$ cat src/rtl/ptla_pkg.sv
// Shared types, sizes and codes of the presence table block.
// No dependencies; every other file refers to it by scoped names.
`timescale 1ns / 1ps
`default_nettype none
package ptla_pkg;

    localparam int TABLE_DEPTH = 32;
    localparam int KNOWN_DEPTH = 16;
    localparam int SEEN_BITS   = 256;

    localparam int ADDR_W   = 48;
    localparam int TIME_W   = 32;
    localparam int SIG_W    = 8;
    localparam int FLAG_W   = 4;
    localparam int ACTION_W = 3;
    localparam int STATUS_W = 3;
    localparam int SLOT_W   = 6;
    localparam int COUNT_W  = 6;

    localparam int TIDX_W       = $clog2(TABLE_DEPTH);
    localparam int TCNT_W       = $clog2(TABLE_DEPTH + 1);
    localparam int KIDX_W       = (KNOWN_DEPTH > 1) ? $clog2(KNOWN_DEPTH) : 1;
    localparam int KCNT_W       = $clog2(KNOWN_DEPTH + 1);
    localparam int MAX_DEPTH    = (TABLE_DEPTH > KNOWN_DEPTH) ? TABLE_DEPTH : KNOWN_DEPTH;
    localparam int STEP_W       = $clog2(MAX_DEPTH + 1);
    localparam int SEEN_IDX_W   = $clog2(SEEN_BITS);
    localparam int SEEN_TOTAL_W = $clog2(SEEN_BITS + 1);

    // Hash runs over "aa:bb:cc:dd:ee:ff", one character per cycle.
    localparam int HASH_LEN   = 17;
    localparam int HASH_POS_W = 5;
    localparam logic [7:0] CHAR_COLON = 8'd58;

    localparam int CFG_INDEX_W = 1;
    localparam int CFG_DATA_W  = 32;
    localparam logic [CFG_INDEX_W-1:0] CFG_DEFAULT_THRESHOLD = 1'd0;
    localparam logic [CFG_INDEX_W-1:0] CFG_TIMEOUT_MS        = 1'd1;
    localparam logic [SIG_W-1:0]  DEFAULT_THRESHOLD_RESET = 8'hBA; // -70
    localparam logic [TIME_W-1:0] TIMEOUT_RESET           = 32'd60000;

    // Flag bit positions.
    localparam int FL_ACTIVE = 0;
    localparam int FL_KNOWN  = 1;
    localparam int FL_NEAR   = 2;
    localparam int FL_WAS    = 3;

    localparam logic [ACTION_W-1:0] ACT_OBSERVE    = 3'd0;
    localparam logic [ACTION_W-1:0] ACT_ADD_KNOWN  = 3'd1;
    localparam logic [ACTION_W-1:0] ACT_REMOVE     = 3'd2;
    localparam logic [ACTION_W-1:0] ACT_SWEEP      = 3'd3;
    localparam logic [ACTION_W-1:0] ACT_SET_ACTIVE = 3'd4;
    localparam logic [ACTION_W-1:0] ACT_QUERY      = 3'd5;

    localparam logic [STATUS_W-1:0] ST_UPDATED    = 3'd0;
    localparam logic [STATUS_W-1:0] ST_NEW        = 3'd1;
    localparam logic [STATUS_W-1:0] ST_REPLACED   = 3'd2;
    localparam logic [STATUS_W-1:0] ST_KNOWN_FULL = 3'd3;
    localparam logic [STATUS_W-1:0] ST_NOT_FOUND  = 3'd4;

    typedef struct packed {
        logic [ADDR_W-1:0] addr;
        logic [TIME_W-1:0] last_seen;
        logic [SIG_W-1:0]  rssi;
        logic [SIG_W-1:0]  thr;
        logic [FLAG_W-1:0] flags;
    } entry_t;

    typedef struct packed {
        logic [ADDR_W-1:0] addr;
        logic [SIG_W-1:0]  thr;
    } known_t;

endpackage
`default_nettype wire

$ cat src/rtl/ptla_tcell.sv
// One table cell: holds one entry and passes it to its lower neighbor.
// Depends on ptla_pkg.
`timescale 1ns / 1ps
`default_nettype none
module ptla_tcell (
    input  wire logic            aclk,
    input  wire logic            shift_en,
    input  wire logic            wr_en,
    input  ptla_pkg::entry_t     nbr_in,
    input  ptla_pkg::entry_t     wr_data,
    output ptla_pkg::entry_t     q
);

    ptla_pkg::entry_t entry_reg;

    // A direct write wins over the shift.
    always_ff @(posedge aclk) begin
        if (wr_en) begin
            entry_reg <= wr_data;
        end else if (shift_en) begin
            entry_reg <= nbr_in;
        end
    end

    assign q = entry_reg;

endmodule
`default_nettype wire

$ cat config.mk
export PLATFORM = sky130hd
export DESIGN_NAME = ptla_tcell
export DESIGN_NICKNAME = d
export VERILOG_FILES = /design/src/rtl/ptla_pkg.sv /design/src/rtl/ptla_tcell.sv
export SDC_FILE = /design/constraint.sdc
export NUM_CORES = 1
export LEC_CHECK = 0
export ABC_AREA = 0
export BUFFER_PORTS_ARGS = -buffer_cell sky130_fd_sc_hd__buf_2
export CAP_MARGIN = 10
export CORE_AREA = 2 2 116 118
export DETAILED_ROUTE_END_ITERATION = 10
export DIE_AREA = 0 0 118 120
export PLACE_DENSITY = 0.82
export SETUP_SLACK_MARGIN = 0.15
export SYNTH_ARGS = -nofsm -noshare
export SYNTH_HDL_FRONTEND = slang
export SYNTH_SLANG_ARGS = --single-unit
$ cat constraint.sdc
create_clock -name aclk -period 5.44 [get_ports aclk]
set_input_delay 0.272 -clock aclk [delete_from_list [all_inputs] [get_ports aclk]]
set_output_delay 0.272 -clock aclk [all_outputs]
set_load 0.02 [all_outputs]
==> impl_metrics.csv <==
group,metric,value,unit
outcome,status,"completed",
synthesis,synthTopCellsByArea,"edfxtp_1 64%, mux2_4 29%, buf_12 3.4%, mux2_2 2.7%, buf_8 0.32%",
critical_path,slowest_stage,"or2_4",
critical_path,path_max_fanout,52,
drt,viasPerCell,4.37,
power_and_ir_drop,p_comb_share,20.8,%
cells_and_area,fillCellCount,1130,
floorplanning,ioPinCount,303,
cells_and_area,nNetsFinal,719,
global_routing,grt_max_degree,53,
floorplanning,start_util,35.9,%
critical_path,path_cells,"buf_6, or2_4, buf_4",
synthesis,synth_top_area_cell,"edfxtp_1",
power_and_ir_drop,leakage,3.13,nW
sta,drv_slew,0,
drt,drt-pass1-iter-count,4,
drt,routed_wl,11.0,mm
power_and_ir_drop,clkPwrFrac,29.7,%
synthesis,yosysMostFrequentCell,"edfxtp_1",
synthesis,yosysSeqAreaShare,64.4,%
cts,numCtsBuffers,9,
sta,final.min_clock_period,2.22,ns
critical_path,required,5.41,ns
synthesis,synth-seq-cells,100,
synthesis,yosysWarnings,0,
synthesis,synth-main-ff-cell,"edfxtp_1",
global_routing,track_usage,14.9,%
cts,cts_hold_buf,0,
cts,post_cts_buffers,0,
hold_path,hold_class,"input port to register",
global_routing,antenna_found_initial,0,
floorplanning,die_w,118,µm
synthesis,synth_area,4660,µm²
global_routing,grt_pass1_wl,16.1,mm
cts,clk_root_buffer_cell,"clkbuf_16",
placement,place_congestion,0.839,
cts,cts_tree,"done",
power_and_ir_drop,pwr-share-seq,49.5,%
critical_path,start_kind,"input port",
cts,cts_buffer_depth,2,
sta,maxSlewHeadroom,42.3,%
sta,setup_viol,0,
drt,ant_nets,0,
synthesis,synth_commonest_cells,"100 x edfxtp_1, 89 x mux2_4, 11 x mux2_2",
floorplanning,die_area,14200,µm²
floorplanning,rows,42,
synthesis,synth_edf_count,100,
sta,rsz0062_at_grt,"false",
sta,tns,0,ns
power_and_ir_drop,swShare,26.0,%
power_and_ir_drop,p_per_area,301,nW/µm²
synthesis,yosysTopAreaCellShare,64.4,%
critical_path,critPathKind,"input port to register",
critical_path,cp_slowest_stage_delay,0.69,ns
critical_path,cp-end-kind,"register",
cells_and_area,num_antenna_cells,0,
synthesis,synthesis.nets,415,
cts,post_cts_resized,0,
drt,drt_iter0_drc,137,
power_and_ir_drop,p_int,1.44,mW
synthesis,synth_area_per_cell,22.0,µm²
cts,cts-htree-levels,3,
synthesis,synthDistinctLibCells,8,
cells_and_area,area_growth,39.3,%
power_and_ir_drop,p_sw,509,µW
power_and_ir_drop,p_total,1.95,mW
critical_path,cp.arrival,2.19,ns
synthesis,netlist_instances,212,
placement,dpl.cell_count,681,
cells_and_area,drive_gt1_share,80.4,%
cells_and_area,finalNonFillerCells,697,
flow_run,drv_cap,0,
global_routing,grt_overflow,0,
cells_and_area,largest_reg_flops,100,
drt,post_drt_wl_per_cell,15.7,µm
sta,fmax,0.451,GHz
sta,hold_viol_final,0,
placement,io_buffers,302,
sta,tightest_slew,0.865,ns
cts,cts_sinks,100,
sta,fin_crit_sh,40.7,%
floorplanning,coreArea,13000,µm²
floorplanning,die_h,120,µm
global_routing,grt_pass1_vias,3183,
synthesis,ys_async_sr_fraction,0,%
drt,vias,3047,
cts,clkTransAtPathRegs,0.07,ns
power_and_ir_drop,ir_drop,0.000145,V
drt,drc,0,
## cell usage in the layout (no fill, tap or decap), drive strengths merged
cell type    n
edfxtp     100
clkinvlp     1
clkinv       5
inv          1
clkbuf       9
mux2       100
buf        304
or2          1
## metal layers
metal / vias to the layer above / track usage, % / routed length (µm)
met1: 1440 / 16.3 / 4300
met3: 18 / 3.90 / 696
met2: 148 / 26.6 / 5730
met4: 0 / 7.38 / 235
met5: - / 0 / 0
li1: 1441 / - / -
## layout make-up
type / instances / area (µm²) / share of cell area (%)
repair buffers: 304 / 1530 / 23.6
clock inverters: 7 / 42.5 / 0.655
multi-input cells: 101 / 1470 / 22.6
flip-flops and latches: 100 / 3000 / 46.3
clock buffers: 9 / 225 / 3.47
well taps: 176 / 220 / 3.39
## through the flow
| stage | worst slack, ns | cell area (µm²) | utilization [%] | hold slack [ns] |
|---|---|---|---|---|
| 6_report | 3.22 | 6490 | 50.0 | 0.228 |
| 5_1_grt | 3.09 | 6490 | 50.0 | 0.212 |
| 4_1_cts | 3.22 | 6490 | 50.0 | 0.211 |
| 3_5_place_dp | 2.86 | 6220 | 48.0 | 0.575 |
| 3_3_place_gp | 2.97 | 6220 | 48.0 | 0.572 |
| 2_1_floorplan | 2.12 | 4660 | - | 0.489 |
## power groups by stage
stage / Combinational, mW / Clock (mW) / Sequential [mW]
2_1_floorplan: 0.133 / 0 / 1.10
3_3_place_gp: 0.401 / 0 / 0.982
3_5_place_dp: 0.409 / 0 / 0.984
4_1_cts: 0.411 / 0.598 / 0.968
5_1_grt: 0.428 / 0.624 / 0.975
6_report: 0.405 / 0.580 / 0.967
## final timing paths
path	cells after the start	from	to	slack, ns
worst min-delay path	2	wr_data[13]	q[13]	0.23
worst max-delay path	3	wr_en	q[95]	3.22
## worst max-delay path: cells and delay by family
kind | cells | cell delay [ns]
simple gates | 1 | 0.69
buf+inv | 2 | 1.10
## cells by family after synthesis
family | after synthesis | synth area share [%]
mux | 100 | 31.3
simple gates | 1 | 0.134
flops | 100 | 64.4
buf+inv | 11 | 4.11
No activity file was read; power rests on OpenSTA's default activity.
