--- src/rtl/ptla_pkg.sv ---
// Shared types, sizes and codes of the presence table block.
// No dependencies; every other file refers to it by scoped names.
`timescale 1ns / 1ps
`default_nettype none
package ptla_pkg;

    localparam int TABLE_DEPTH = 32;
    localparam int KNOWN_DEPTH = 16;
    localparam int SEEN_BITS   = 256;

    localparam int ADDR_W   = 48;
    localparam int TIME_W   = 32;
    localparam int SIG_W    = 8;
    localparam int FLAG_W   = 4;
    localparam int ACTION_W = 3;
    localparam int STATUS_W = 3;
    localparam int SLOT_W   = 6;
    localparam int COUNT_W  = 6;

    localparam int TIDX_W       = $clog2(TABLE_DEPTH);
    localparam int TCNT_W       = $clog2(TABLE_DEPTH + 1);
    localparam int KIDX_W       = (KNOWN_DEPTH > 1) ? $clog2(KNOWN_DEPTH) : 1;
    localparam int KCNT_W       = $clog2(KNOWN_DEPTH + 1);
    localparam int MAX_DEPTH    = (TABLE_DEPTH > KNOWN_DEPTH) ? TABLE_DEPTH : KNOWN_DEPTH;
    localparam int STEP_W       = $clog2(MAX_DEPTH + 1);
    localparam int SEEN_IDX_W   = $clog2(SEEN_BITS);
    localparam int SEEN_TOTAL_W = $clog2(SEEN_BITS + 1);

    // Hash runs over "aa:bb:cc:dd:ee:ff", one character per cycle.
    localparam int HASH_LEN   = 17;
    localparam int HASH_POS_W = 5;
    localparam logic [7:0] CHAR_COLON = 8'd58;

    localparam int CFG_INDEX_W = 1;
    localparam int CFG_DATA_W  = 32;
    localparam logic [CFG_INDEX_W-1:0] CFG_DEFAULT_THRESHOLD = 1'd0;
    localparam logic [CFG_INDEX_W-1:0] CFG_TIMEOUT_MS        = 1'd1;
    localparam logic [SIG_W-1:0]  DEFAULT_THRESHOLD_RESET = 8'hBA; // -70
    localparam logic [TIME_W-1:0] TIMEOUT_RESET           = 32'd60000;

    // Flag bit positions.
    localparam int FL_ACTIVE = 0;
    localparam int FL_KNOWN  = 1;
    localparam int FL_NEAR   = 2;
    localparam int FL_WAS    = 3;

    localparam logic [ACTION_W-1:0] ACT_OBSERVE    = 3'd0;
    localparam logic [ACTION_W-1:0] ACT_ADD_KNOWN  = 3'd1;
    localparam logic [ACTION_W-1:0] ACT_REMOVE     = 3'd2;
    localparam logic [ACTION_W-1:0] ACT_SWEEP      = 3'd3;
    localparam logic [ACTION_W-1:0] ACT_SET_ACTIVE = 3'd4;
    localparam logic [ACTION_W-1:0] ACT_QUERY      = 3'd5;

    localparam logic [STATUS_W-1:0] ST_UPDATED    = 3'd0;
    localparam logic [STATUS_W-1:0] ST_NEW        = 3'd1;
    localparam logic [STATUS_W-1:0] ST_REPLACED   = 3'd2;
    localparam logic [STATUS_W-1:0] ST_KNOWN_FULL = 3'd3;
    localparam logic [STATUS_W-1:0] ST_NOT_FOUND  = 3'd4;

    typedef struct packed {
        logic [ADDR_W-1:0] addr;
        logic [TIME_W-1:0] last_seen;
        logic [SIG_W-1:0]  rssi;
        logic [SIG_W-1:0]  thr;
        logic [FLAG_W-1:0] flags;
    } entry_t;

    typedef struct packed {
        logic [ADDR_W-1:0] addr;
        logic [SIG_W-1:0]  thr;
    } known_t;

endpackage
`default_nettype wire

--- src/rtl/ptla_hash.sv ---
// Serial base-31 hash over the colon text of an address, one char per cycle.
// Depends on ptla_pkg.
`timescale 1ns / 1ps
`default_nettype none
module ptla_hash (
    input  wire logic                            aclk,
    input  wire logic                            aresetn,
    input  wire logic                            start,
    input  wire logic [ptla_pkg::ADDR_W-1:0]     addr,
    output logic                                 done,
    output logic [ptla_pkg::SEEN_IDX_W-1:0]      hash_idx
);

    logic [ptla_pkg::ADDR_W-1:0]     sh_reg;
    logic [ptla_pkg::SEEN_IDX_W-1:0] h_reg;
    logic [ptla_pkg::HASH_POS_W-1:0] pos_reg;
    logic [1:0]                      sub_reg;
    logic [7:0]                      chr;
    logic                            run;

    function automatic logic [7:0] hex_char(input logic [3:0] nib);
        hex_char = (nib < 4'd10) ? (8'd48 + {4'd0, nib}) : (8'd87 + {4'd0, nib});
    endfunction

    assign run = (pos_reg != ptla_pkg::HASH_POS_W'(ptla_pkg::HASH_LEN));

    always_comb begin
        case (sub_reg)
            2'd0:    chr = hex_char(sh_reg[ptla_pkg::ADDR_W-1 -: 4]);
            2'd1:    chr = hex_char(sh_reg[ptla_pkg::ADDR_W-5 -: 4]);
            default: chr = ptla_pkg::CHAR_COLON;
        endcase
    end

    // Only the low eight bits of the hash reach the map index.
    always_ff @(posedge aclk) begin
        if (!aresetn) begin
            pos_reg <= ptla_pkg::HASH_POS_W'(ptla_pkg::HASH_LEN);
            sub_reg <= 2'd0;
        end else if (start) begin
            pos_reg <= '0;
            sub_reg <= 2'd0;
        end else if (run) begin
            pos_reg <= pos_reg + 1'b1;
            sub_reg <= (sub_reg == 2'd2) ? 2'd0 : sub_reg + 1'b1;
        end
    end

    always_ff @(posedge aclk) begin
        if (start) begin
            sh_reg <= addr;
            h_reg  <= '0;
        end else if (run) begin
            h_reg <= (h_reg << 5) - h_reg + chr;
            if (sub_reg == 2'd1) begin
                sh_reg <= sh_reg << 8;
            end
        end
    end

    assign done     = !run && !start;
    assign hash_idx = h_reg;

endmodule
`default_nettype wire

--- config.mk ---
export PLATFORM = sky130hd
export DESIGN_NAME = ptla_hash
export DESIGN_NICKNAME = d
export VERILOG_FILES = /design/src/rtl/ptla_pkg.sv /design/src/rtl/ptla_hash.sv
export SDC_FILE = /design/constraint.sdc
export NUM_CORES = 1
export LEC_CHECK = 0
export BUFFER_PORTS_ARGS = -buffer_cell sky130_fd_sc_hd__buf_2
export CAP_MARGIN = 20
export CORE_MARGIN = 10
export CORE_UTILIZATION = 40
export CTS_BUF_LIST = sky130_fd_sc_hd__clkbuf_4 sky130_fd_sc_hd__clkbuf_8 sky130_fd_sc_hd__clkbuf_16
export CTS_CLUSTER_DIAMETER = 40
export DETAILED_ROUTE_END_ITERATION = 6
export SLEW_MARGIN = 5
export SYNTH_ARGS = -nofsm -noshare
export SYNTH_HDL_FRONTEND = slang
export SYNTH_SLANG_ARGS = --single-unit
--- constraint.sdc ---
create_clock -name aclk -period 4.11 [get_ports aclk]
set_input_delay 1.233 -clock aclk [delete_from_list [all_inputs] [get_ports aclk]]
set_output_delay 1.233 -clock aclk [all_outputs]
set_load 0.01 [all_outputs]
==> out/qor.yml <==
run_status: "completed"
floorplan.die.width_microns: 109
worst_pin_slew_ns: 0.712
holdCritStartpoint: "hash_idx[1]"
syn-instance-count: 248
numCtsBuffers: 9
holdPathEnd: "hash_idx[1]"
dp_slack_ns: 0.811
totalPowerFinal_mw: 2.07
peakVddDrop_v: 0.000212
setup_viol: 0
routedWlPerCell_microns: 14.3
end_kind: "flip-flop"
fin_tns_setup_ns: 0
clk_path_buf_depth: 2
mostFrequentLayoutCells: "sky130_fd_sc_hd__buf_2 (59), sky130_fd_sc_hd__edfxtp_1 (48), sky130_fd_sc_hd__mux2_2 (40), sky130_fd_sc_hd__ha_1 (15), sky130_fd_sc_hd__dfxtp_1 (15)"
cp-start-kind: "flip-flop"
ys_types: 37
drt-pass1-iter-count: 4
ctsResizeCount: 0
design.portCount: 60
reg2reg_from: "sh_reg[42]"
floorplan.core_area_sq_um: 7730
synthArstFlopShare_pct: 0
place.gp.congestion: 0.803
clk_pin_slew_ns: 0.07
final_antenna_net_count: 0
grt_start_max_net_pins: 62
worstPathRequired_ns: 4.33
final-hold-violation-count: 0
tritoncts: "yes"
clockRootBuffer: "sky130_fd_sc_hd__clkbuf_8"
cts.repair_timing.setup_buffer_count: 0
max_cap_viol_count: 0
parity_gate_share_of_the_synthesized_area_counting_xor_and_xnor_cells_pct: 3.04
synth_fp_nets: 317
kind_of_critical_path: "flip-flop to flip-flop"
dominantRegCellSynth: "sky130_fd_sc_hd__edfxtp_1"
filler_cell_count: 717
area.growth.synth_to_final_pct: 20.9
grt_pass1_vias: 2109
overflow: 0
timing.slew.headroom_pct: 52.3
htree_levels: 3
total_of_flip_flops_plus_latches_after_synthesis: 63
timing.hold.worst_path_depth: 2
min-delay-path-class: "flip-flop to flip-flop"
synth.area.mux_share_pct: 15.2
timing_max_transition_violations_final: 0
initial_utilization_pct: 41.0
num_rows: 32
clock.fmax_mhz: 304
final.period_utilization_pct: 80.1
route.final.wire_length_mm: 6.02
flip_flop_count_of_the_largest_register_after_layout: 48
adder_cell_fraction_of_synth_area_pct: 7.81
post-route-min-period_ns: 3.29
dr_total_vias: 2022
power_density_over_cell_area_nw_per_um2: 541
grt.total_usage_pct: 10.7
reg2reg_slack_ns: 0.82
reg2regPathDepth: 10
synth_top_family_by_area: "multiplexers"
fp.dieArea_sq_um: 11900
grt_setup_unrepaired: "no"
hpwl_mm: 4.42
grt_pass1_wl_mm: 9.87
num-nets-final: 382
timing.final.ws_setup_ns: 0.818
fin_worst_skew_ns: 0.00989
final_layout_size_suffix_gt1_share_pct: 38.4
hold_buffers: 0
place.port_buffers: 59
insertion_delay_ns: 0.33
clock_sinks: 63
drt-initial-drc-count: 60
synth_compound_area_share_pct: 6.59
antenna_found_initial: 2
die-height_microns: 109
synth_sequential_area_ratio_pct: 54.9
vias_per_cell: 4.80
synth-warning-count: 0
syn_avg_cell_area_sq_um: 12.8
crit-reg2reg-capture: "hash_idx[7]"
leakagePower_nw: 1.57
most_common_cell_after_layout_fill_and_taps_aside: "sky130_fd_sc_hd__buf_2"
syn_area_sq_um: 3170
worst_ep_arrival_time_ns: 3.51
route.detailed.drc: 0
yosys.area_share.simple_pct: 9.39
synth_enable_flop_cells: 48
critical_path.max_fanout: 5
routing by layer:
metal | global-route usage, % | up-vias | wire length (microns)
met5 | 0 | - | 7
met1 | 12.0 | 936 | 2550
met4 | 5.37 | 2 | 95
met3 | 4.78 | 11 | 483
met2 | 16.8 | 44 | 2880
li1 | - | 1029 | -
cells in the mapped netlist (4+ instances only):
| cell | instances | area share [%] |
|---|---|---|
| sky130_fd_sc_hd__dfxtp_1 | 15 | 9.5 |
| sky130_fd_sc_hd__a211oi_1 | 6 | 1.4 |
| sky130_fd_sc_hd__buf_2 | 5 | 0.79 |
| sky130_fd_sc_hd__mux2_2 | 40 | 14 |
| sky130_fd_sc_hd__xnor2_1 | 5 | 1.4 |
| sky130_fd_sc_hd__and2_1 | 8 | 1.6 |
| sky130_fd_sc_hd__inv_1 | 13 | 1.5 |
| sky130_fd_sc_hd__nand2b_1 | 4 | 0.79 |
| sky130_fd_sc_hd__a21oi_1 | 8 | 1.3 |
| sky130_fd_sc_hd__nor2_1 | 13 | 1.5 |
| sky130_fd_sc_hd__clkbuf_1 | 5 | 0.59 |
| sky130_fd_sc_hd__nand2_1 | 14 | 1.7 |
| sky130_fd_sc_hd__xor2_1 | 6 | 1.7 |
| sky130_fd_sc_hd__edfxtp_1 | 48 | 45 |
| sky130_fd_sc_hd__o21ai_0 | 7 | 1.1 |
| sky130_fd_sc_hd__ha_1 | 15 | 5.9 |
| sky130_fd_sc_hd__nor3_1 | 5 | 0.79 |
area by class of cell:
type	count	area [sq um]	share of cell area, %
tap	102	128	3.33
multi-input combinational	162	1340	34.9
timing repair buffer	64	333	8.68
clock buffer	9	124	3.23
inverter	13	48.8	1.27
antenna	1	2.50	0.0653
clock inverter	7	120	3.13
sequential	63	1740	45.4
worst max path at each step:
stage	endpoint	cells after the start	start	slack (ns)
2_1_floorplan	sh_reg[0]	3	start	0.86
4_1_cts	hash_idx[7]	10	sh_reg[42]	0.81
3_3_place_gp	hash_idx[7]	10	sh_reg[42]	0.90
3_5_place_dp	hash_idx[7]	10	sh_reg[42]	0.81
5_1_grt	hash_idx[7]	10	sh_reg[42]	0.60
6_report	hash_idx[7]	10	sh_reg[42]	0.82
worst max-delay path, cell delays in order, from the launching register on:
cell and delay [ns]:
sky130_fd_sc_hd__edfxtp_1 0.45, sky130_fd_sc_hd__o21ai_0 0.44, sky130_fd_sc_hd__nor2_1 0.10, sky130_fd_sc_hd__xnor2_1 0.14
sky130_fd_sc_hd__a211oi_1 0.27, sky130_fd_sc_hd__ha_1 0.31, sky130_fd_sc_hd__fa_1 0.46, sky130_fd_sc_hd__a21o_1 0.22
sky130_fd_sc_hd__a221oi_2 0.25, sky130_fd_sc_hd__mux2i_1 0.22, sky130_fd_sc_hd__mux2_1 0.33
through the flow:
step / util [%] / cell area (sq um) / hold slack, ns / instances
CTS: 49.6 / 3830 / 0.477 / 420
detailed placement: 46.4 / 3590 / 0.465 / 404
finish: 49.6 / 3830 / 0.475 / 421
global placement: 46.4 / 3590 / 0.456 / 404
global route: 49.6 / 3830 / 0.531 / 420
floorplan: - / 3170 / 0.488 / 248
power by group:
| part | switching, mW | internal (mW) |
|---|---|---|
| Combinational | 0.309 | 0.285 |
| Sequential | 0.0446 | 0.779 |
| Clock | 0.252 | 0.405 |
| Total | 0.605 | 1.47 |
logic make-up after synthesis:
kind of cell,Yosys count
flip-flops,63
AND/OR/NAND/NOR,58
multiplexers,43
AO/OA/AOI/OAI,31
buffers and inverters,23
adder cells (fa/ha/maj),18
XOR/XNOR,11
other,1
No activity file was read; power rests on OpenSTA's default activity.
