`config.mk`:
```
export PLATFORM = sky130hd
export DESIGN_NAME = ptla_kcell
export DESIGN_NICKNAME = d
export VERILOG_FILES = /design/src/rtl/ptla_pkg.sv /design/src/rtl/ptla_kcell.sv
export SDC_FILE = /design/constraint.sdc
export NUM_CORES = 1
export LEC_CHECK = 0
export ABC_CLOCK_PERIOD_IN_PS = 4450
export BUFFER_PORTS_ARGS = -buffer_cell sky130_fd_sc_hd__buf_2
export CAP_MARGIN = 10
export CORE_MARGIN = 10
export CORE_UTILIZATION = 40
export DETAILED_ROUTE_END_ITERATION = 10
export GPL_ROUTABILITY_DRIVEN = 0
export PLACE_DENSITY = 0.87
export SETUP_SLACK_MARGIN = 0.5
export SLEW_MARGIN = 20
export SYNTH_ARGS = -nofsm -noshare
export SYNTH_HDL_FRONTEND = slang
export SYNTH_SLANG_ARGS = --single-unit
```
`constraint.sdc`:
```
create_clock -name aclk -period 4.45 [get_ports aclk]
set_input_delay 0.445 -clock aclk [delete_from_list [all_inputs] [get_ports aclk]]
set_output_delay 0.445 -clock aclk [all_outputs]
set_load 0.01 [all_outputs]
```
`src/rtl/ptla_pkg.sv`:
```
// Shared types, sizes and codes of the presence table block.
// No dependencies; every other file refers to it by scoped names.
`timescale 1ns / 1ps
`default_nettype none
package ptla_pkg;

    localparam int TABLE_DEPTH = 32;
    localparam int KNOWN_DEPTH = 16;
    localparam int SEEN_BITS   = 256;

    localparam int ADDR_W   = 48;
    localparam int TIME_W   = 32;
    localparam int SIG_W    = 8;
    localparam int FLAG_W   = 4;
    localparam int ACTION_W = 3;
    localparam int STATUS_W = 3;
    localparam int SLOT_W   = 6;
    localparam int COUNT_W  = 6;

    localparam int TIDX_W       = $clog2(TABLE_DEPTH);
    localparam int TCNT_W       = $clog2(TABLE_DEPTH + 1);
    localparam int KIDX_W       = (KNOWN_DEPTH > 1) ? $clog2(KNOWN_DEPTH) : 1;
    localparam int KCNT_W       = $clog2(KNOWN_DEPTH + 1);
    localparam int MAX_DEPTH    = (TABLE_DEPTH > KNOWN_DEPTH) ? TABLE_DEPTH : KNOWN_DEPTH;
    localparam int STEP_W       = $clog2(MAX_DEPTH + 1);
    localparam int SEEN_IDX_W   = $clog2(SEEN_BITS);
    localparam int SEEN_TOTAL_W = $clog2(SEEN_BITS + 1);

    // Hash runs over "aa:bb:cc:dd:ee:ff", one character per cycle.
    localparam int HASH_LEN   = 17;
    localparam int HASH_POS_W = 5;
    localparam logic [7:0] CHAR_COLON = 8'd58;

    localparam int CFG_INDEX_W = 1;
    localparam int CFG_DATA_W  = 32;
    localparam logic [CFG_INDEX_W-1:0] CFG_DEFAULT_THRESHOLD = 1'd0;
    localparam logic [CFG_INDEX_W-1:0] CFG_TIMEOUT_MS        = 1'd1;
    localparam logic [SIG_W-1:0]  DEFAULT_THRESHOLD_RESET = 8'hBA; // -70
    localparam logic [TIME_W-1:0] TIMEOUT_RESET           = 32'd60000;

    // Flag bit positions.
    localparam int FL_ACTIVE = 0;
    localparam int FL_KNOWN  = 1;
    localparam int FL_NEAR   = 2;
    localparam int FL_WAS    = 3;

    localparam logic [ACTION_W-1:0] ACT_OBSERVE    = 3'd0;
    localparam logic [ACTION_W-1:0] ACT_ADD_KNOWN  = 3'd1;
    localparam logic [ACTION_W-1:0] ACT_REMOVE     = 3'd2;
    localparam logic [ACTION_W-1:0] ACT_SWEEP      = 3'd3;
    localparam logic [ACTION_W-1:0] ACT_SET_ACTIVE = 3'd4;
    localparam logic [ACTION_W-1:0] ACT_QUERY      = 3'd5;

    localparam logic [STATUS_W-1:0] ST_UPDATED    = 3'd0;
    localparam logic [STATUS_W-1:0] ST_NEW        = 3'd1;
    localparam logic [STATUS_W-1:0] ST_REPLACED   = 3'd2;
    localparam logic [STATUS_W-1:0] ST_KNOWN_FULL = 3'd3;
    localparam logic [STATUS_W-1:0] ST_NOT_FOUND  = 3'd4;

    typedef struct packed {
        logic [ADDR_W-1:0] addr;
        logic [TIME_W-1:0] last_seen;
        logic [SIG_W-1:0]  rssi;
        logic [SIG_W-1:0]  thr;
        logic [FLAG_W-1:0] flags;
    } entry_t;

    typedef struct packed {
        logic [ADDR_W-1:0] addr;
        logic [SIG_W-1:0]  thr;
    } known_t;

endpackage
`default_nettype wire

```
`src/rtl/ptla_kcell.sv`:
```
// One known-list cell: holds one known address and its threshold.
// Depends on ptla_pkg.
`timescale 1ns / 1ps
`default_nettype none
module ptla_kcell (
    input  wire logic            aclk,
    input  wire logic            shift_en,
    input  wire logic            wr_en,
    input  ptla_pkg::known_t     nbr_in,
    input  ptla_pkg::known_t     wr_data,
    output ptla_pkg::known_t     q
);

    ptla_pkg::known_t known_reg;

    always_ff @(posedge aclk) begin
        if (wr_en) begin
            known_reg <= wr_data;
        end else if (shift_en) begin
            known_reg <= nbr_in;
        end
    end

    assign q = known_reg;

endmodule
`default_nettype wire

```
==> results_dict.tcl, run 1 <==
set metrics [dict create \
    drive_gt1_share_pct 80.8 \
    cts.hold.buffers_added 0 \
    hold_class "in2reg" \
    synthDominantAreaCellType "edfxtp_1" \
    synth.most_common_cell "edfxtp_1" \
    max_freq_mhz 631 \
    clock_sinks 56 \
    syn_area_per_cell_sq_um 20.9 \
    hold_viol 0 \
    synth_area_sq_um 2480 \
    drtAntennaViolNets 0 \
    total_power_mw 1.20 \
    overflow 0 \
    largest_reg_flops 56 \
    hp-start "nbr_in[52]" \
    viasPerCell 4.74 \
    worst_setup_path_start_kind "input port" \
    p_leak_nw 1.65 \
    io_buffers 170 \
    syn-num-nets 234 \
    drt_first_pass_iters 4 \
    area_delta_synth_final_pct 40.6 \
    num_vias 1743 \
    dieArea_sq_um 9760 \
    cp_max_fo 56 \
    grt_pass1_wl_um 11400 \
    whs_ns 0.438 \
    netlist_top_cells_count "edfxtp_1 (56), mux2_4 (29), mux2_2 (27), buf_6 (4), buf_2 (2)" \
    relSlewSlack_pct 42.8 \
    postCtsSetupRepairBufs 0 \
    crit_required_ns 4.51 \
    start_util_pct 41.7 \
    wl_per_cell_um 20.1 \
    syn_inst 119 \
    final_max_slew_viol_count 0 \
    htreeDepth 2 \
    antenna_found_initial 2 \
    tightest_slew_ns 0.857 \
    pre_cts_ws_ns 2.53 \
    clk_pin_slew_ns 0.09 \
    cts_resized 0 \
    critical_path_arrival_ns 1.64 \
    yosys-top-cells-area "edfxtp_1 (68%), mux2_4 (18%), mux2_2 (12%)" \
    p_per_area_nw_per_um2 344 \
    final_nets 407 \
    grt_max_degree 57 \
    coreArea_sq_um 5960 \
    synth_warnings 0 \
    ys_async_sr_fraction_pct 0 \
    vdd_ir_drop_max_mv 0.204 \
    postSynthRegisterBits 56 \
    drt_wl_total_um 7410 \
    cts_tree "done" \
    maxCapViolCount 0 \
    crit_path_end_kind "flip-flop" \
    layout.cells.non_filler 368 \
    die_x_um 98.8 \
    yosysSeqAreaShare_pct 67.7 \
    drc_errors 0 \
    row_count 28 \
    min_period_over_period_pct 35.6 \
    drtIter0Drc 44 \
    grt.total_usage_pct 14.8 \
    critical_path.startpoint "wr_en" \
    grt_pass1_vias 2078 \
    ioPinCount 171 \
    root_buffer "clkbuf_8" \
    synth_edf_count 56 \
    critical_path_class "in2reg" \
    status "completed" \
    dpl.cell_count 360 \
    clockBufferDepth 2 \
    die_h_um 98.8 \
    final.setup.tns_ns 0 \
    fin_ws_ns 2.86 \
    grt_setup_unrepaired "false" \
    cts_made_buffers 5 \
    synth-main-ff-cell "edfxtp_1" \
    fin_crit_ns 1.59 \
    synth_cell_types 6 \
    netlist.area_leader.share_pct 67.7 \
    setup_viol 0 \
]
-- area by class of cell --
class | count | area [sq um]
antenna | 2 | 5.00
clock buffer | 5 | 68.8
clock inverter | 1 | 30.0
fill | 477 | 2460
multi-input combinational | 57 | 746
sequential | 56 | 1680
tap | 75 | 93.8
timing repair buffer | 172 | 866
-- placed cells by master, fill, tap and decap left out --
cell       synthesis  layout
or2_2              0       1
diode_2            0       2
mux2_4            29      29
clkbuf_8           0       5
edfxtp_1          56      56
bufinv_16          0       1
buf_4              0       2
buf_2              2     170
mux2_2            27      27
-- report_power, final --
| group | switching [mW] | internal [mW] | total [mW] |
|---|---|---|---|
| Sequential | 0.0147 | 0.647 | 0.662 |
| Combinational | 0.103 | 0.121 | 0.225 |
| Clock | 0.152 | 0.162 | 0.314 |
| Total | 0.270 | 0.930 | 1.20 |
-- critical path, cell delays in order --
cell	delay, ns
buf_2	0.08
buf_4	0.67
mux2_2	0.42
-- kinds of logic (layout without fill, tap and decap cells) --
kind of cell	Yosys count	after routing	synth area share [%]
other	0	2	0
AND/OR/NAND/NOR	1	1	0.252
multiplexers	56	56	29.8
flip-flops	56	56	67.7
buffers and inverters	6	178	2.22
-- stage by stage --
| step | utilization, % | instance area [sq um] |
|---|---|---|
| after global placement | 56.9 | 3390 |
| final | 58.6 | 3490 |
| after detailed placement | 56.9 | 3390 |
| after global routing | 58.6 | 3490 |
| after floorplan | - | 2480 |
| after CTS | 58.5 | 3490 |
-- metal layers --
metal	up-vias	track usage [%]	wire [um]
met4	0	5.18	154
li1	809	-	-
met5	-	0	0
met3	12	11.0	1200
met2	119	25.9	3800
met1	803	12.8	2260
-- path summary, 6_finish.rpt --
kind                          end  cells past startpoint
hold / removal    q[52]$_DFFE_PP_                      2
setup / recovery  q[15]$_DFFE_PP_                      3
Note: power is estimated with default switching activity, not from simulation.
==> run 2: changes to the inputs <==
--- a/config.mk
+++ b/config.mk
@@ -5,7 +5,7 @@
 export SDC_FILE = /design/constraint.sdc
 export NUM_CORES = 1
 export LEC_CHECK = 0
-export ABC_CLOCK_PERIOD_IN_PS = 4450
+export ABC_CLOCK_PERIOD_IN_PS = 1500
 export BUFFER_PORTS_ARGS = -buffer_cell sky130_fd_sc_hd__buf_2
 export CAP_MARGIN = 10
 export CORE_MARGIN = 10
==> constraint.sdc (replaced) <==
create_clock -name aclk -period 1.5 [get_ports aclk]
set_input_delay 0.15 -clock aclk [delete_from_list [all_inputs] [get_ports aclk]]
set_output_delay 0.15 -clock aclk [all_outputs]
set_load 0.01 [all_outputs]
==> results_dict.tcl, run 2 (synthesized netlist as in run 1, its figures left out) <==
set metrics [dict create \
    status "completed" \
    relSlewSlack_pct 87.6 \
    setup_viol 0 \
    grt.total_usage_pct 14.4 \
    p_per_area_nw_per_um2 1020 \
    num_vias 1711 \
    final.setup.tns_ns 0 \
    fillers 496 \
    path_buf_inv 1 \
    antenna_cells 0 \
    grt_pass1_wl_um 11000 \
    slowest_stage "edfxtp_1" \
    drc_errors 0 \
    cpPeakStageDelay_ns 0.43 \
    vdd_ir_drop_max_mv 0.549 \
    tightest_slew_ns 0.187 \
    cts.hold.buffers_added 0 \
    start_util_pct 41.7 \
    final_common_cell "buf_2" \
    clockBufferDepth 2 \
    final_max_slew_viol_count 0 \
    maxCapViolCount 0 \
    drtIter0Drc 33 \
    ioPinCount 171 \
    largest_reg_flops 56 \
    hpwl_um 6280 \
    die_x_um 98.8 \
    dieArea_sq_um 9760 \
    final_nets 411 \
    grt_max_degree 29 \
    cts_tree "done" \
    crit_path_end_kind "output pin" \
    root_buffer "clkbuf_8" \
    grt_pass1_vias 2089 \
    hold_viol 0 \
    drt_first_pass_iters 3 \
    drt_wl_total_um 7250 \
    htreeDepth 2 \
    fin_crit_ns 1.04 \
    cp_max_fo 1 \
    overflow 0 \
    worst_setup_path_start_kind "flip-flop" \
    crit_family "flip-flops" \
    most-common-layout-cells "buf_2 (166), edfxtp_1 (56), mux2_4 (29)" \
    cts_made_buffers 5 \
    grt_setup_unrepaired "true" \
    drtAntennaViolNets 0 \
    die_h_um 98.8 \
    coreArea_sq_um 5960 \
    critical_path_class "reg2out" \
    crit_required_ns 1.35 \
    drive_gt1_share_pct 81.1 \
    io_buffers 170 \
    clock_sinks 56 \
    area_delta_synth_final_pct 45.0 \
    wl_per_cell_um 19.5 \
    clk_pin_slew_ns 0.11 \
    min_period_over_period_pct 69.5 \
    max_freq_mhz 960 \
    dpl-instance-area_sq_um 3460 \
    viasPerCell 4.60 \
    antenna_found_initial 0 \
    critical_path_arrival_ns 0.89 \
    hold_class "in2reg" \
    cp_cell_sequence "buf_6" \
    row_count 28 \
    stdcell_area_sq_um 3600 \
    p_leak_nw 1.70 \
]
-- run 2: path summary, 6_finish.rpt --
path                     endpoint  cells past startpoint  slack (ns)           start
setup / recovery             q[0]                      1        0.46  q[0]$_DFFE_PP_
hold / removal    q[28]$_DFFE_PP_                      2        0.13      nbr_in[28]
-- run 2: layer usage --
layer | vias up | share of wire [%] | wire length [um] | GRT usage, %
met5 | - | 0 | 0 | 0
met4 | 0 | 1.7 | 121 | 4.19
met1 | 772 | 29 | 2110 | 11.9
li1 | 818 | - | - | -
met2 | 111 | 52 | 3800 | 25.7
met3 | 10 | 17 | 1220 | 11.4
-- run 2: where the power goes --
| part | internal, mW | total, mW | switching, mW |
|---|---|---|---|
| Combinational | 0.390 | 0.699 | 0.309 |
| Clock | 0.503 | 0.997 | 0.493 |
| Sequential | 1.92 | 1.96 | 0.0459 |
| Total | 2.81 | 3.66 | 0.848 |
-- run 2: area by class of cell --
cell class / count / area (sq um) / area share (%)
timing repair buffer: 176 / 958 / 26.6
tap: 75 / 93.8 / 2.61
clock inverter: 3 / 47.5 / 1.32
sequential: 56 / 1680 / 46.7
multi-input combinational: 57 / 748 / 20.8
clock buffer: 5 / 68.8 / 1.91
-- run 2: metrics by stage --
step | worst slack (ns) | total power, mW | std cells | util (%) | hold slack [ns]
final | 0.458 | 3.66 | 372 | 60.4 | 0.131
after global routing | 0.413 | 3.84 | 372 | 60.4 | 0.117
after CTS | 0.435 | 3.70 | 372 | 60.1 | 0.122
after detailed placement | 0.260 | 2.70 | 364 | 58.0 | 0.453
after global placement | 0.290 | 2.67 | 364 | 58.0 | 0.450
after floorplan | 0.246 | 2.32 | 119 | - | 0.367
-- run 2: repair_timing --
item	4_1_cts	5_1_grt
buffers inserted	0	0
resized for setup	1	5
endpoints found under the setup margin	23	56
gates cloned	0	0
==> run 3: changes to the inputs <==
--- a/config.mk
+++ b/config.mk
@@ -5,14 +5,15 @@
 export SDC_FILE = /design/constraint.sdc
 export NUM_CORES = 1
 export LEC_CHECK = 0
-export ABC_CLOCK_PERIOD_IN_PS = 1500
+export ABC_AREA = 1
+export ABC_CLOCK_PERIOD_IN_PS = 1100
 export BUFFER_PORTS_ARGS = -buffer_cell sky130_fd_sc_hd__buf_2
 export CAP_MARGIN = 10
 export CORE_MARGIN = 10
 export CORE_UTILIZATION = 40
 export DETAILED_ROUTE_END_ITERATION = 10
 export GPL_ROUTABILITY_DRIVEN = 0
-export PLACE_DENSITY = 0.87
+export PLACE_DENSITY = 0.88
 export SETUP_SLACK_MARGIN = 0.5
 export SLEW_MARGIN = 20
 export SYNTH_ARGS = -nofsm -noshare
==> constraint.sdc (replaced) <==
create_clock -name aclk -period 1.1 [get_ports aclk]
set_input_delay 0.11 -clock aclk [delete_from_list [all_inputs] [get_ports aclk]]
set_output_delay 0.11 -clock aclk [all_outputs]
set_load 0.01 [all_outputs]
==> results_dict.tcl, run 3 <==
set metrics [dict create \
    synth_warnings 0 \
    io_buffers 170 \
    wl_per_cell_um 14.8 \
    maxCapViolCount 0 \
    synth-main-ff-cell "edfxtp_1" \
    intPower_mw 3.75 \
    clock_sinks 56 \
    critical_path_arrival_ns 0.86 \
    cp_cell_sequence "buf_2" \
    drtAntennaViolNets 0 \
    netlist.area_leader.share_pct 70.2 \
    viasPerCell 4.42 \
    most-common-layout-cells "nand2_1 (168), buf_2 (167), edfxtp_1 (56)" \
    clk_pin_slew_ns 0.10 \
    status "completed" \
    clockBufferDepth 2 \
    hold_class "in2reg" \
    multiInputGateArea_sq_um 639 \
    die_x_um 97.4 \
    worst_setup_path_start_kind "flip-flop" \
    coreArea_sq_um 5850 \
    path_buf_inv 1 \
    max_freq_mhz 1030 \
    drtIter0Drc 45 \
    cp_max_fo 1 \
    grt_setup_unrepaired "true" \
    final_util_pct 62.6 \
    netlist_top_cells_count "nand2_1 (168), edfxtp_1 (56), buf_2 (7), buf_4 (5)" \
    min_period_over_period_pct 87.9 \
    postSynthRegisterBits 56 \
    yosys-top-cells-area "edfxtp_1 (70%), nand2_1 (26%), buf_4 (1.6%)" \
    root_buffer "clkbuf_8" \
    cpPeakStageDelay_ns 0.40 \
    antenna_cells 0 \
    yosysSeqAreaShare_pct 70.2 \
    drt_wl_total_um 7290 \
    wl_met1_um 2810 \
    wl_met3_um 662 \
    combPwrFrac_pct 19.3 \
    syn_inst 238 \
    slowest_stage "edfxtp_1" \
    final.setup.tns_ns 0 \
    syn_area_per_cell_sq_um 10.1 \
    synth_cell_types 6 \
    pre_cts_ws_ns 0.160 \
    hold_viol 0 \
    fin_crit_ns 0.967 \
    final_nets 531 \
    crit_path_end_kind "output pin" \
    dr_wl_met2_um 3730 \
    synth_edf_count 56 \
    ioPinCount 171 \
    drc_errors 0 \
    cts_made_buffers 5 \
    grt_max_degree 57 \
    crit_required_ns 0.99 \
    synth.most_common_cell "nand2_1" \
    antenna_found_initial 0 \
    switching_share_pct 24.3 \
    synth_area_sq_um 2390 \
    syn-num-nets 353 \
    htreeDepth 2 \
    power_frac_seq_pct 53.9 \
    seqCellArea_sq_um 1680 \
    critical_path_class "reg2out" \
    hpwl_um 5760 \
    drt_first_pass_iters 4 \
    p_switching_mw 1.20 \
    final_common_cell "nand2_1" \
    die_h_um 97.4 \
    final_max_slew_viol_count 0 \
    fin_ws_ns 0.133 \
    grt.total_usage_pct 14.9 \
    grt_pass1_vias 2371 \
    largest_reg_flops 56 \
    start_util_pct 40.9 \
    setup_viol 0 \
    row_count 28 \
    synthDominantAreaCellType "edfxtp_1" \
    overflow 0 \
    crit_family "flip-flops" \
    area_delta_synth_final_pct 52.9 \
    top_layer "met4" \
    vdd_ir_drop_max_mv 0.738 \
    clkPwrFrac_pct 26.8 \
    relSlewSlack_pct 79.9 \
    fillers 494 \
    dieArea_sq_um 9480 \
    ys_async_sr_fraction_pct 0 \
    stdcell_area_sq_um 3660 \
    dpl-instance-area_sq_um 3340 \
    p_leak_nw 1.94 \
    num_vias 2176 \
    tightest_slew_ns 0.301 \
    cts_tree "done" \
    drive_gt1_share_pct 46.3 \
    grt_pass1_wl_um 11700 \
    p_per_area_nw_per_um2 1350 \
]
==> run 3: changes by cell type after synthesis, sizes merged <==
cell,previous run,this run
inv,0,1
buf,6,12
mux2,56,0
nand2,0,168
==> run 3: kinds of logic after synthesis <==
family	after synthesis	share of synthesized area, %
buf+inv	13	3.19
simple gates	169	26.6
flops	56	70.2
==> run 3: worst paths after layout <==
path	start	end	slack (ns)	depth (start not counted)
max	q[26]$_DFFE_PP_	q[26]	0.13	1
min	nbr_in[46]	q[46]$_DFFE_PP_	0.06	3
==> run 3: layer usage <==
metal | GRT usage [%] | vias up
li1 | - | 1115
met1 | 15.9 | 949
met2 | 26.6 | 102
met3 | 6.26 | 10
met4 | 3.36 | 0
met5 | 0 | -
==> run 3: through the flow <==
step | instances | power, mW | hold WS [ns]
after floorplan | 238 | 3.11 | 0.284
after global placement | 476 | 3.57 | 0.375
after detailed placement | 476 | 3.61 | 0.374
after CTS | 488 | 4.96 | 0.0539
after global routing | 492 | 5.20 | 0.0409
final | 492 | 4.95 | 0.0613
==> run 3: timing repair <==
item | in CTS | in global routing
resized for setup | 6 | 4
pin swaps | 1 | 1
cloned | 3 | 2
hold buffers | 0 | 0
setup endpoints to repair | 112 | 107
setup buffers | 1 | 2
==> run 3: layout make-up <==
| type | instances | share of cell area, % |
|---|---|---|
| Tap cell | 75 | 2.56 |
| Clock buffer | 5 | 1.88 |
| Multi-Input combinational cell | 169 | 17.5 |
| Clock inverter | 3 | 1.16 |
| Sequential cell | 56 | 45.9 |
| Inverter | 1 | 0.444 |
| Timing Repair Buffer | 183 | 30.6 |
==> run 3: power groups by stage <==
stage	Combinational [mW]	Sequential [mW]	Clock, mW
2_1_floorplan	0.255	2.86	0
3_3_place_gp	0.865	2.71	0
3_5_place_dp	0.887	2.72	0
4_1_cts	0.941	2.67	1.35
5_1_grt	1.06	2.69	1.45
6_report	0.957	2.67	1.33
==> run 3: worst min-delay path, stage by stage <==
cell and delay, ns:
buf_2 0.07, nand2_1 0.04, nand2_1 0.04
